File: src/multi_pattern_string_matcher_assert.svh
// ============================================================================
// multi_pattern_string_matcher_assert
// assertion macros for the string matcher, empty bodies under synthesis
// ============================================================================
`ifndef MULTI_PATTERN_STRING_MATCHER_ASSERT_SVH
`define MULTI_PATTERN_STRING_MATCHER_ASSERT_SVH

`ifndef SYNTHESIS

// same-cycle implication, checked at every clock edge out of reset
`define MPSM_ASSERT_IMPLY(lbl, clk_s, rstn_s, ante, cons) \
    lbl: assert property (@(posedge clk_s) disable iff (!rstn_s) (ante) |-> (cons)) \
        else $error("assertion failed: same-cycle check");

// next-cycle implication
`define MPSM_ASSERT_NEXT(lbl, clk_s, rstn_s, ante, cons) \
    lbl: assert property (@(posedge clk_s) disable iff (!rstn_s) (ante) |=> (cons)) \
        else $error("assertion failed: next-cycle check");

`else

`define MPSM_ASSERT_IMPLY(lbl, clk_s, rstn_s, ante, cons)
`define MPSM_ASSERT_NEXT(lbl, clk_s, rstn_s, ante, cons)

`endif

`endif

File: src/mpsm_pkg.sv
// ============================================================================
// mpsm_pkg
// shared types, constants and helpers of the multi-pattern string matcher
// ============================================================================
package mpsm_pkg;

    localparam int MAX_NODES = 1024;
    localparam int ALPHA     = 26;
    localparam int MAX_PAT   = 64;
    localparam int NODE_W    = 10;
    localparam int CNT_W     = 11;
    localparam int LETTER_W  = 5;
    localparam int PID_W     = 6;

    // function codes
    localparam logic [1:0] FUNC_INSERT = 2'd0;
    localparam logic [1:0] FUNC_BUILD  = 2'd1;
    localparam logic [1:0] FUNC_SCAN   = 2'd2;
    localparam logic [1:0] FUNC_CLEAR  = 2'd3;

    // status codes
    localparam logic [1:0] STATUS_OK    = 2'd0;
    localparam logic [1:0] STATUS_FULL  = 2'd1;
    localparam logic [1:0] STATUS_EARLY = 2'd2;

    typedef struct packed {
        logic [1:0]          func;
        logic [LETTER_W-1:0] letter;
        logic                first_letter;
        logic                last_letter;
        logic [PID_W-1:0]    pattern_id;
    } cmd_t;

    typedef struct packed {
        logic [1:0]         status;
        logic [MAX_PAT-1:0] match_mask;
        logic               match_any;
        logic [NODE_W-1:0]  node_index;
    } rsp_t;

    typedef logic [ALPHA-1:0][NODE_W-1:0] kids_t;

    // one trie node: goto row, fail link, merged pattern mask
    typedef struct packed {
        kids_t              kids;
        logic [NODE_W-1:0]  fail;
        logic [MAX_PAT-1:0] mask;
    } node_rec_t;

    typedef struct packed {
        logic              rd_en;
        logic [NODE_W-1:0] rd_addr;
        logic              wr_en;
        logic [NODE_W-1:0] wr_addr;
        node_rec_t         wr_data;
    } node_req_t;

    typedef struct packed {
        logic              rd_en;
        logic [NODE_W-1:0] rd_addr;
        logic              wr_en;
        logic [NODE_W-1:0] wr_addr;
        logic [NODE_W-1:0] wr_data;
    } queue_req_t;

    typedef enum logic [4:0] {
        S_BOOT,
        S_CLEAR,
        S_IDLE,
        S_INS_RD,
        S_INS_NEW,
        S_INS_TAG,
        S_SCAN_RD,
        S_SCAN_MASK,
        S_B_ROOT,
        S_B_RC,
        S_B_DEQ,
        S_B_QW,
        S_B_NROW,
        S_B_CH,
        S_B_WALK,
        S_B_CREC,
        S_B_CWR
    } state_t;

    function automatic rsp_t make_rsp(logic [1:0] st, logic [MAX_PAT-1:0] m,
                                      logic [NODE_W-1:0] n);
        rsp_t r;
        r.status     = st;
        r.match_mask = m;
        r.match_any  = |m;
        r.node_index = n;
        return r;
    endfunction

endpackage

File: src/mpsm_ctrl.sv
// ============================================================================
// mpsm_ctrl
// sequencer for insert, build, scan and clear over the node memory
// ============================================================================
module mpsm_ctrl
    import mpsm_pkg::*;
(
    input  logic              clk,
    input  logic              rst_n,
    input  logic              start,
    output logic              busy,
    input  cmd_t              cmd,
    output logic              done,
    output rsp_t              rsp,
    output node_req_t         node_req,
    input  node_rec_t         node_rd,
    output queue_req_t        q_req,
    input  logic [NODE_W-1:0] q_rd
);

    state_t state_reg, state_next;

    cmd_t               cmd_reg, cmd_next;
    logic [NODE_W-1:0]  cursor_reg, cursor_next;
    logic [CNT_W-1:0]   count_reg, count_next;
    logic               built_reg, built_next;
    logic [NODE_W-1:0]  walk_reg, walk_next;
    logic [NODE_W-1:0]  ch_reg, ch_next;
    logic [NODE_W-1:0]  nfail_reg, nfail_next;
    logic [NODE_W-1:0]  newfail_reg, newfail_next;
    logic [MAX_PAT-1:0] fmask_reg, fmask_next;
    kids_t              kids_reg, kids_next;
    logic [LETTER_W-1:0] c_reg, c_next;
    logic [NODE_W-1:0]  head_reg, head_next;
    logic [NODE_W-1:0]  tail_reg, tail_next;
    logic               done_reg, done_next;
    rsp_t               rsp_reg, rsp_next;

    logic                letter_ok;
    logic [NODE_W-1:0]   start_cur;
    logic [NODE_W-1:0]   goto_ins;
    logic [NODE_W-1:0]   goto_cmd;
    logic [NODE_W-1:0]   goto_c;
    logic                tag_en;
    logic [MAX_PAT-1:0]  tag_bit;
    logic                table_full;
    logic                last_c;
    node_rec_t           rec_mod;

    // decoded helpers
    assign letter_ok  = cmd.letter < LETTER_W'(ALPHA);
    assign start_cur  = cmd.first_letter ? '0 : cursor_reg;
    assign goto_ins   = node_rd.kids[cmd_reg.letter];
    assign goto_cmd   = node_rd.kids[cmd_reg.letter];
    assign goto_c     = node_rd.kids[c_reg];
    assign tag_en     = cmd_reg.last_letter &&
                        ({1'b0, cmd_reg.pattern_id} < (PID_W+1)'(MAX_PAT));
    assign tag_bit    = MAX_PAT'(1) << cmd_reg.pattern_id;
    assign table_full = count_reg >= CNT_W'(MAX_NODES);
    assign last_c     = c_reg == LETTER_W'(ALPHA - 1);

    // registers
    always_ff @(posedge clk or negedge rst_n)
    begin
        if (!rst_n)
        begin
            state_reg  <= S_BOOT;
            cursor_reg <= '0;
            count_reg  <= CNT_W'(1);
            built_reg  <= 1'b0;
            head_reg   <= '0;
            tail_reg   <= '0;
            c_reg      <= '0;
            done_reg   <= 1'b0;
        end
        else
        begin
            state_reg  <= state_next;
            cursor_reg <= cursor_next;
            count_reg  <= count_next;
            built_reg  <= built_next;
            head_reg   <= head_next;
            tail_reg   <= tail_next;
            c_reg      <= c_next;
            done_reg   <= done_next;
        end
    end

    // payload registers
    always_ff @(posedge clk)
    begin
        cmd_reg     <= cmd_next;
        walk_reg    <= walk_next;
        ch_reg      <= ch_next;
        nfail_reg   <= nfail_next;
        newfail_reg <= newfail_next;
        fmask_reg   <= fmask_next;
        kids_reg    <= kids_next;
        rsp_reg     <= rsp_next;
    end

    // next state
    always_comb
    begin
        state_next = state_reg;
        case (state_reg)
            S_BOOT:    state_next = S_IDLE;
            S_CLEAR:   state_next = S_IDLE;
            S_IDLE:
            begin
                if (start)
                begin
                    case (cmd.func)
                        FUNC_INSERT: state_next = letter_ok ? S_INS_RD : S_IDLE;
                        FUNC_BUILD:  state_next = S_B_ROOT;
                        FUNC_SCAN:   state_next = (built_reg && letter_ok) ? S_SCAN_RD
                                                                           : S_IDLE;
                        default:     state_next = S_CLEAR;
                    endcase
                end
            end
            S_INS_RD:
            begin
                if (goto_ins != '0)
                begin
                    state_next = tag_en ? S_INS_TAG : S_IDLE;
                end
                else
                begin
                    state_next = table_full ? S_IDLE : S_INS_NEW;
                end
            end
            S_INS_NEW:   state_next = S_IDLE;
            S_INS_TAG:   state_next = S_IDLE;
            S_SCAN_RD:
            begin
                if (goto_cmd != '0)
                begin
                    state_next = S_SCAN_MASK;
                end
                else if (walk_reg == '0)
                begin
                    state_next = S_IDLE;
                end
            end
            S_SCAN_MASK: state_next = S_IDLE;
            S_B_ROOT:    state_next = S_B_RC;
            S_B_RC:      state_next = last_c ? S_B_DEQ : S_B_RC;
            S_B_DEQ:     state_next = (head_reg != tail_reg) ? S_B_QW : S_IDLE;
            S_B_QW:      state_next = S_B_NROW;
            S_B_NROW:    state_next = S_B_CH;
            S_B_CH:
            begin
                if (kids_reg[c_reg] != '0)
                begin
                    state_next = S_B_WALK;
                end
                else if (last_c)
                begin
                    state_next = S_B_DEQ;
                end
            end
            S_B_WALK:
            begin
                if (goto_c != '0 || walk_reg == '0)
                begin
                    state_next = S_B_CREC;
                end
            end
            S_B_CREC:    state_next = S_B_CWR;
            S_B_CWR:     state_next = last_c ? S_B_DEQ : S_B_CH;
            default:     state_next = S_BOOT;
        endcase
    end

    // datapath and memory requests
    always_comb
    begin
        cmd_next     = cmd_reg;
        cursor_next  = cursor_reg;
        count_next   = count_reg;
        built_next   = built_reg;
        walk_next    = walk_reg;
        ch_next      = ch_reg;
        nfail_next   = nfail_reg;
        newfail_next = newfail_reg;
        fmask_next   = fmask_reg;
        kids_next    = kids_reg;
        c_next       = c_reg;
        head_next    = head_reg;
        tail_next    = tail_reg;
        done_next    = 1'b0;
        rsp_next     = rsp_reg;
        node_req     = '0;
        q_req        = '0;
        rec_mod      = node_rd;
        case (state_reg)
            // root record init after reset
            S_BOOT:
            begin
                node_req.wr_en   = 1'b1;
                node_req.wr_addr = '0;
                node_req.wr_data = '0;
                count_next       = CNT_W'(1);
                cursor_next      = '0;
                built_next       = 1'b0;
            end
            // clear behaves as reset and answers
            S_CLEAR:
            begin
                node_req.wr_en   = 1'b1;
                node_req.wr_addr = '0;
                node_req.wr_data = '0;
                count_next       = CNT_W'(1);
                cursor_next      = '0;
                built_next       = 1'b0;
                done_next        = 1'b1;
                rsp_next         = make_rsp(STATUS_OK, '0, '0);
            end
            // accept a transaction
            S_IDLE:
            begin
                if (start)
                begin
                    cmd_next = cmd;
                    case (cmd.func)
                        FUNC_INSERT:
                        begin
                            cursor_next = start_cur;
                            if (letter_ok)
                            begin
                                built_next       = 1'b0;
                                walk_next        = start_cur;
                                node_req.rd_en   = 1'b1;
                                node_req.rd_addr = start_cur;
                            end
                            else
                            begin
                                done_next = 1'b1;
                                rsp_next  = make_rsp(STATUS_OK, '0, start_cur);
                            end
                        end
                        FUNC_BUILD:
                        begin
                            node_req.rd_en   = 1'b1;
                            node_req.rd_addr = '0;
                            head_next        = '0;
                            tail_next        = '0;
                            c_next           = '0;
                        end
                        FUNC_SCAN:
                        begin
                            if (!built_reg)
                            begin
                                done_next = 1'b1;
                                rsp_next  = make_rsp(STATUS_EARLY, '0, cursor_reg);
                            end
                            else if (!letter_ok)
                            begin
                                cursor_next = '0;
                                done_next   = 1'b1;
                                rsp_next    = make_rsp(STATUS_OK, '0, '0);
                            end
                            else
                            begin
                                walk_next        = start_cur;
                                node_req.rd_en   = 1'b1;
                                node_req.rd_addr = start_cur;
                            end
                        end
                        default:
                        begin
                        end
                    endcase
                end
            end
            // insert: follow an existing edge or make a new node
            S_INS_RD:
            begin
                if (goto_ins != '0)
                begin
                    cursor_next = goto_ins;
                    if (tag_en)
                    begin
                        walk_next        = goto_ins;
                        node_req.rd_en   = 1'b1;
                        node_req.rd_addr = goto_ins;
                    end
                    else
                    begin
                        done_next = 1'b1;
                        rsp_next  = make_rsp(STATUS_OK, '0, goto_ins);
                    end
                end
                else if (table_full)
                begin
                    done_next = 1'b1;
                    rsp_next  = make_rsp(STATUS_FULL, '0, cursor_reg);
                end
                else
                begin
                    rec_mod.kids[cmd_reg.letter] = count_reg[NODE_W-1:0];
                    node_req.wr_en   = 1'b1;
                    node_req.wr_addr = walk_reg;
                    node_req.wr_data = rec_mod;
                    count_next       = count_reg + CNT_W'(1);
                    cursor_next      = count_reg[NODE_W-1:0];
                    walk_next        = count_reg[NODE_W-1:0];
                end
            end
            // fresh node record
            S_INS_NEW:
            begin
                node_req.wr_en        = 1'b1;
                node_req.wr_addr      = walk_reg;
                node_req.wr_data      = '0;
                node_req.wr_data.mask = tag_en ? tag_bit : '0;
                done_next             = 1'b1;
                rsp_next              = make_rsp(STATUS_OK, '0, walk_reg);
            end
            // tag an existing node
            S_INS_TAG:
            begin
                rec_mod.mask     = node_rd.mask | tag_bit;
                node_req.wr_en   = 1'b1;
                node_req.wr_addr = walk_reg;
                node_req.wr_data = rec_mod;
                done_next        = 1'b1;
                rsp_next         = make_rsp(STATUS_OK, '0, walk_reg);
            end
            // scan: walk fail links until an edge exists or root
            S_SCAN_RD:
            begin
                if (goto_cmd != '0)
                begin
                    walk_next        = goto_cmd;
                    node_req.rd_en   = 1'b1;
                    node_req.rd_addr = goto_cmd;
                end
                else if (walk_reg == '0)
                begin
                    cursor_next = '0;
                    done_next   = 1'b1;
                    rsp_next    = make_rsp(STATUS_OK, node_rd.mask, '0);
                end
                else
                begin
                    walk_next        = node_rd.fail;
                    node_req.rd_en   = 1'b1;
                    node_req.rd_addr = node_rd.fail;
                end
            end
            S_SCAN_MASK:
            begin
                cursor_next = walk_reg;
                done_next   = 1'b1;
                rsp_next    = make_rsp(STATUS_OK, node_rd.mask, walk_reg);
            end
            // build: enqueue root children
            S_B_ROOT:
            begin
                kids_next = node_rd.kids;
                c_next    = '0;
            end
            S_B_RC:
            begin
                if (kids_reg[c_reg] != '0)
                begin
                    q_req.wr_en   = 1'b1;
                    q_req.wr_addr = tail_reg;
                    q_req.wr_data = kids_reg[c_reg];
                    tail_next     = tail_reg + NODE_W'(1);
                end
                c_next = last_c ? '0 : c_reg + LETTER_W'(1);
            end
            // dequeue next node or finish
            S_B_DEQ:
            begin
                if (head_reg != tail_reg)
                begin
                    q_req.rd_en   = 1'b1;
                    q_req.rd_addr = head_reg;
                    head_next     = head_reg + NODE_W'(1);
                end
                else
                begin
                    built_next  = 1'b1;
                    cursor_next = '0;
                    done_next   = 1'b1;
                    rsp_next    = make_rsp(STATUS_OK, '0, '0);
                end
            end
            S_B_QW:
            begin
                node_req.rd_en   = 1'b1;
                node_req.rd_addr = q_rd;
            end
            S_B_NROW:
            begin
                kids_next  = node_rd.kids;
                nfail_next = node_rd.fail;
                c_next     = '0;
            end
            // each child: enqueue and start the fail walk
            S_B_CH:
            begin
                if (kids_reg[c_reg] != '0)
                begin
                    q_req.wr_en      = 1'b1;
                    q_req.wr_addr    = tail_reg;
                    q_req.wr_data    = kids_reg[c_reg];
                    tail_next        = tail_reg + NODE_W'(1);
                    ch_next          = kids_reg[c_reg];
                    walk_next        = nfail_reg;
                    node_req.rd_en   = 1'b1;
                    node_req.rd_addr = nfail_reg;
                end
                else
                begin
                    c_next = last_c ? '0 : c_reg + LETTER_W'(1);
                end
            end
            S_B_WALK:
            begin
                if (goto_c != '0)
                begin
                    newfail_next     = goto_c;
                    walk_next        = goto_c;
                    node_req.rd_en   = 1'b1;
                    node_req.rd_addr = goto_c;
                end
                else if (walk_reg == '0)
                begin
                    newfail_next     = '0;
                    walk_next        = '0;
                    node_req.rd_en   = 1'b1;
                    node_req.rd_addr = '0;
                end
                else
                begin
                    walk_next        = node_rd.fail;
                    node_req.rd_en   = 1'b1;
                    node_req.rd_addr = node_rd.fail;
                end
            end
            // fail target's mask is on the read port; fetch the child next
            S_B_CREC:
            begin
                fmask_next       = node_rd.mask;
                node_req.rd_en   = 1'b1;
                node_req.rd_addr = ch_reg;
            end
            // child record on the read port: store fail link and merged mask
            S_B_CWR:
            begin
                rec_mod.fail     = newfail_reg;
                rec_mod.mask     = node_rd.mask | fmask_reg;
                node_req.wr_en   = 1'b1;
                node_req.wr_addr = ch_reg;
                node_req.wr_data = rec_mod;
                c_next           = last_c ? '0 : c_reg + LETTER_W'(1);
            end
            default:
            begin
            end
        endcase
    end

    assign busy = state_reg != S_IDLE;
    assign done = done_reg;
    assign rsp  = rsp_reg;

endmodule

File: config.mk
export PLATFORM = sky130hd
export DESIGN_NAME = mpsm_ctrl
export DESIGN_NICKNAME = d
export VERILOG_FILES = /design/src/multi_pattern_string_matcher_assert.svh /design/src/mpsm_pkg.sv /design/src/mpsm_ctrl.sv
export SDC_FILE = /design/constraint.sdc
export NUM_CORES = 2
export LEC_CHECK = 0
export ABC_CLOCK_PERIOD_IN_PS = 20200
export BUFFER_PORTS_ARGS = -buffer_cell sky130_fd_sc_hd__clkbuf_2
export CORE_AREA = 2 2 327 329
export DETAILED_ROUTE_END_ITERATION = 8
export DIE_AREA = 0 0 329 331
export GPL_ROUTABILITY_DRIVEN = 0
export SYNTH_ARGS = -nofsm -noshare
export SYNTH_HDL_FRONTEND = slang
export SYNTH_SLANG_ARGS = --single-unit
File: constraint.sdc
create_clock -name clk -period 20.2 [get_ports clk]
set_input_delay 4.04 -clock clk [delete_from_list [all_inputs] [get_ports clk]]
set_output_delay 4.04 -clock clk [all_outputs]
set_load 0.05 [all_outputs]
==> metrics.cfg <==
[run_status]
status=finished, final reports clean

[power]
vdd_ir_drop_max_uv=104
p_leak_nw=15.1
p_seq_share_pct=30.9
pwr-share-comb_pct=45.1
switching_share_pct=45.3
cellPowerDensity_nw_per_um2=129
power_mw=4.96
clockPowerShare_pct=24.0
p_switching_mw=2.24
p_int_mw=2.71

[clocking]
cts_max_path_buffers=3
hold_buffers=0
clk_pin_slew_ns=0.06
root_buffer=clkbuf_16
htree_num_levels=2
insertion_delay_ns=0.73
cts.sinks=506
cts_resized=0
post_cts_buffers=0
numCtsBuffers=61
cts_tree=done

[setup_path]
ff2ff_path_depth=12
arrival_ns=9.30
rrSetupSlack_ns=13.21
worstPathRequired_ns=16.16
critical_path_class=input pin to output port
r2r_end=rsp[47]$_DFFE_PP_
slowest_stage=o21ai_2
rr_startpoint=cmd_reg[8]$_DFFE_PP_
crit_path_max_incr_delay_ns=1.12
crit_path_cell_trace=clkbuf_2 -> mux4_2 -> a211o_1 -> a311oi_2 -> and4_1 -> nand3_4 -> buf_4 -> o21ai_2 -> a22o_1 -> clkbuf_2
critPathCaptureType=output port
startpoint_type=input pin
critPathMaxFanout=47
cp_common_cell=clkbuf_2

[detailed_routing]
wl_per_cell_um=35.3
via_per_inst=6.11
ant_nets=0
drc=0
route.vias.total=28500
dr.pass1.iters=6
drt_iter0_markers=3331
routed_wl_um=165000

[timing]
slew_viol_final=0
finalCritPeriodShare_pct=66.0
setup_viol=0
max_slew_margin_pct=14.8
rsz0062_at_grt=false
layout_min_cycle_time_ns=13.34
max_freq_mhz=75.0
final.setup.tns_ns=0
hold_viol=0
worst_slew_pin_slew_ns=1.28
final.setup_skew_ns=0.0642

[synth]
netlist_area_um2=30700
syn_area_per_cell_um2=12.4
synth_cells=2469
ys_seq_area_share_pct=48.7
synth_top_flop_cell=edfxtp_1
synth-seq-cells=506
async_flop_share_pct=10.5
synth_edf_count=453
ys_warn_count=0
synth_cell_types=92
syn-num-nets=2837

[floorplan]
design.core.area_um2=105000
start_util_pct=29.2
dieWidth_um=329
dieArea_um2=109000
num_rows=119
die_h_um=331
ios=829

[global_routing]
grt_overflow=0
grt_pass1_vias=26900
antenna_found_initial=25
grt_pass1_wl_um=219000
track_usage_pct=28.9
grt_max_degree=172

[final_layout]
largest_reg_flops=260
nets=3586
area_growth_syn_to_layout_pct=25.0
design_area_um2=38400
drive_above_1_share_pct=37.9

[min_path]
whs_path_depth=2
worstHoldPathType=register to register
min_to=cursor_reg[3]$_DFFE_PN0P_
min_from=cursor_reg[3]$_DFFE_PN0P_

[run]
cap_violations=0

[place]
placed_area_um2=36200
dp_hpwl_um=127000
portBuffers=828

[power groups by stage]
stage | clock [mW] | sequential (mW) | combinational, mW
floorplan | 0 | 1.81 | 1.24
global placement | 0 | 1.55 | 2.20
detailed placement | 0 | 1.55 | 2.21
CTS | 1.20 | 1.53 | 2.21
global route | 1.23 | 1.55 | 2.32
finish | 1.19 | 1.53 | 2.24
[placed cells by master (no fill, tap or decap), types with 21 or more instances in the layout]
cell type	count
nor3_4	28
mux4_2	125
nor2_1	186
and3_1	84
clkbuf_2	828
a22o_1	295
a22oi_1	30
and2_1	38
clkbuf_16	61
o22ai_1	28
edfxtp_1	453
nor3_1	21
mux2i_1	146
inv_1	33
o21ai_0	50
mux2_2	27
nand2b_1	24
buf_4	61
nand3_1	48
nand2_1	91
dfrtp_1	44
nor4_1	31
a21oi_1	53
o21ai_2	26
a221o_1	79
[cells in the mapped netlist (39+ instances only)]
| cell type | instances | area [um2] |
|---|---|---|
| edfxtp_1 | 453 | 13600 |
| a22o_1 | 295 | 2580 |
| nor2_1 | 189 | 709 |
| mux2i_1 | 146 | 1460 |
| clkbuf_1 | 127 | 477 |
| mux4_2 | 125 | 2820 |
| nand2_1 | 91 | 342 |
| and3_1 | 84 | 526 |
| a221o_1 | 79 | 791 |
| a21oi_1 | 53 | 265 |
| dfrtp_1 | 52 | 1300 |
| o21ai_0 | 52 | 260 |
| nand3_1 | 49 | 245 |
| and2_1 | 39 | 244 |
[layer usage]
metal	vias to the layer above	GRT usage, %	wire length, um
met5	-	0	106
met1	14200	33.1	57600
met3	467	7.12	16500
met4	14	19.8	13300
met2	2132	47.8	77400
li1	11700	-	-
[metrics by stage]
stage                     setup slack [ns]  cells  util [%]  hold WS [ns]
after floorplan                       7.99   2469         -         0.485
final                                 6.86   4667      36.5         0.529
after global placement                7.16   4545      34.5         0.514
after global routing                  6.79   4664      36.5         0.540
after detailed placement              7.11   4545      34.5         0.516
after CTS                             7.10   4658      36.5         0.531
[logic make-up after synthesis]
| logic type | after synthesis | synth area share, % |
|---|---|---|
| mux | 301 | 15.2 |
| flops | 506 | 48.7 |
| compound gates | 731 | 19.5 |
| fa+ha+maj | 6 | 0.245 |
| simple gates | 667 | 12.4 |
| xor+xnor | 18 | 0.514 |
| buf+inv | 240 | 3.54 |
[worst max-delay path by stage]
stage                     slack, ns                     start                     end  cells past startpoint
after floorplan                7.99  state_reg[3]$_DFFE_PN0P_  nfail_reg[0]$_DFFE_PP_                      4
after global routing           6.79              node_rd[226]           node_req[163]                     10
after global placement         7.16              node_rd[226]           node_req[163]                     10
after CTS                      7.10              node_rd[226]           node_req[163]                     10
final                          6.86              node_rd[226]           node_req[163]                     10
after detailed placement       7.11              node_rd[226]           node_req[163]                     10
[worst max-delay path, delay by kind of cell]
kind | cells | cell delay (ns)
buf+inv | 3 | 1.05
mux | 1 | 0.51
compound gates | 4 | 2.76
simple gates | 2 | 0.89
[cell type report]
class                   instances  area, um2
well taps                    1391       1740
clock buffers                  70       1560
fillers                     10400      66600
inverters                      34        128
repair buffers                892       4650
flip-flops and latches        506      14900
diodes                          8       20.0
multi-input cells            1723      14700
clock inverters                43        571
(Power assumes the default switching activity.)
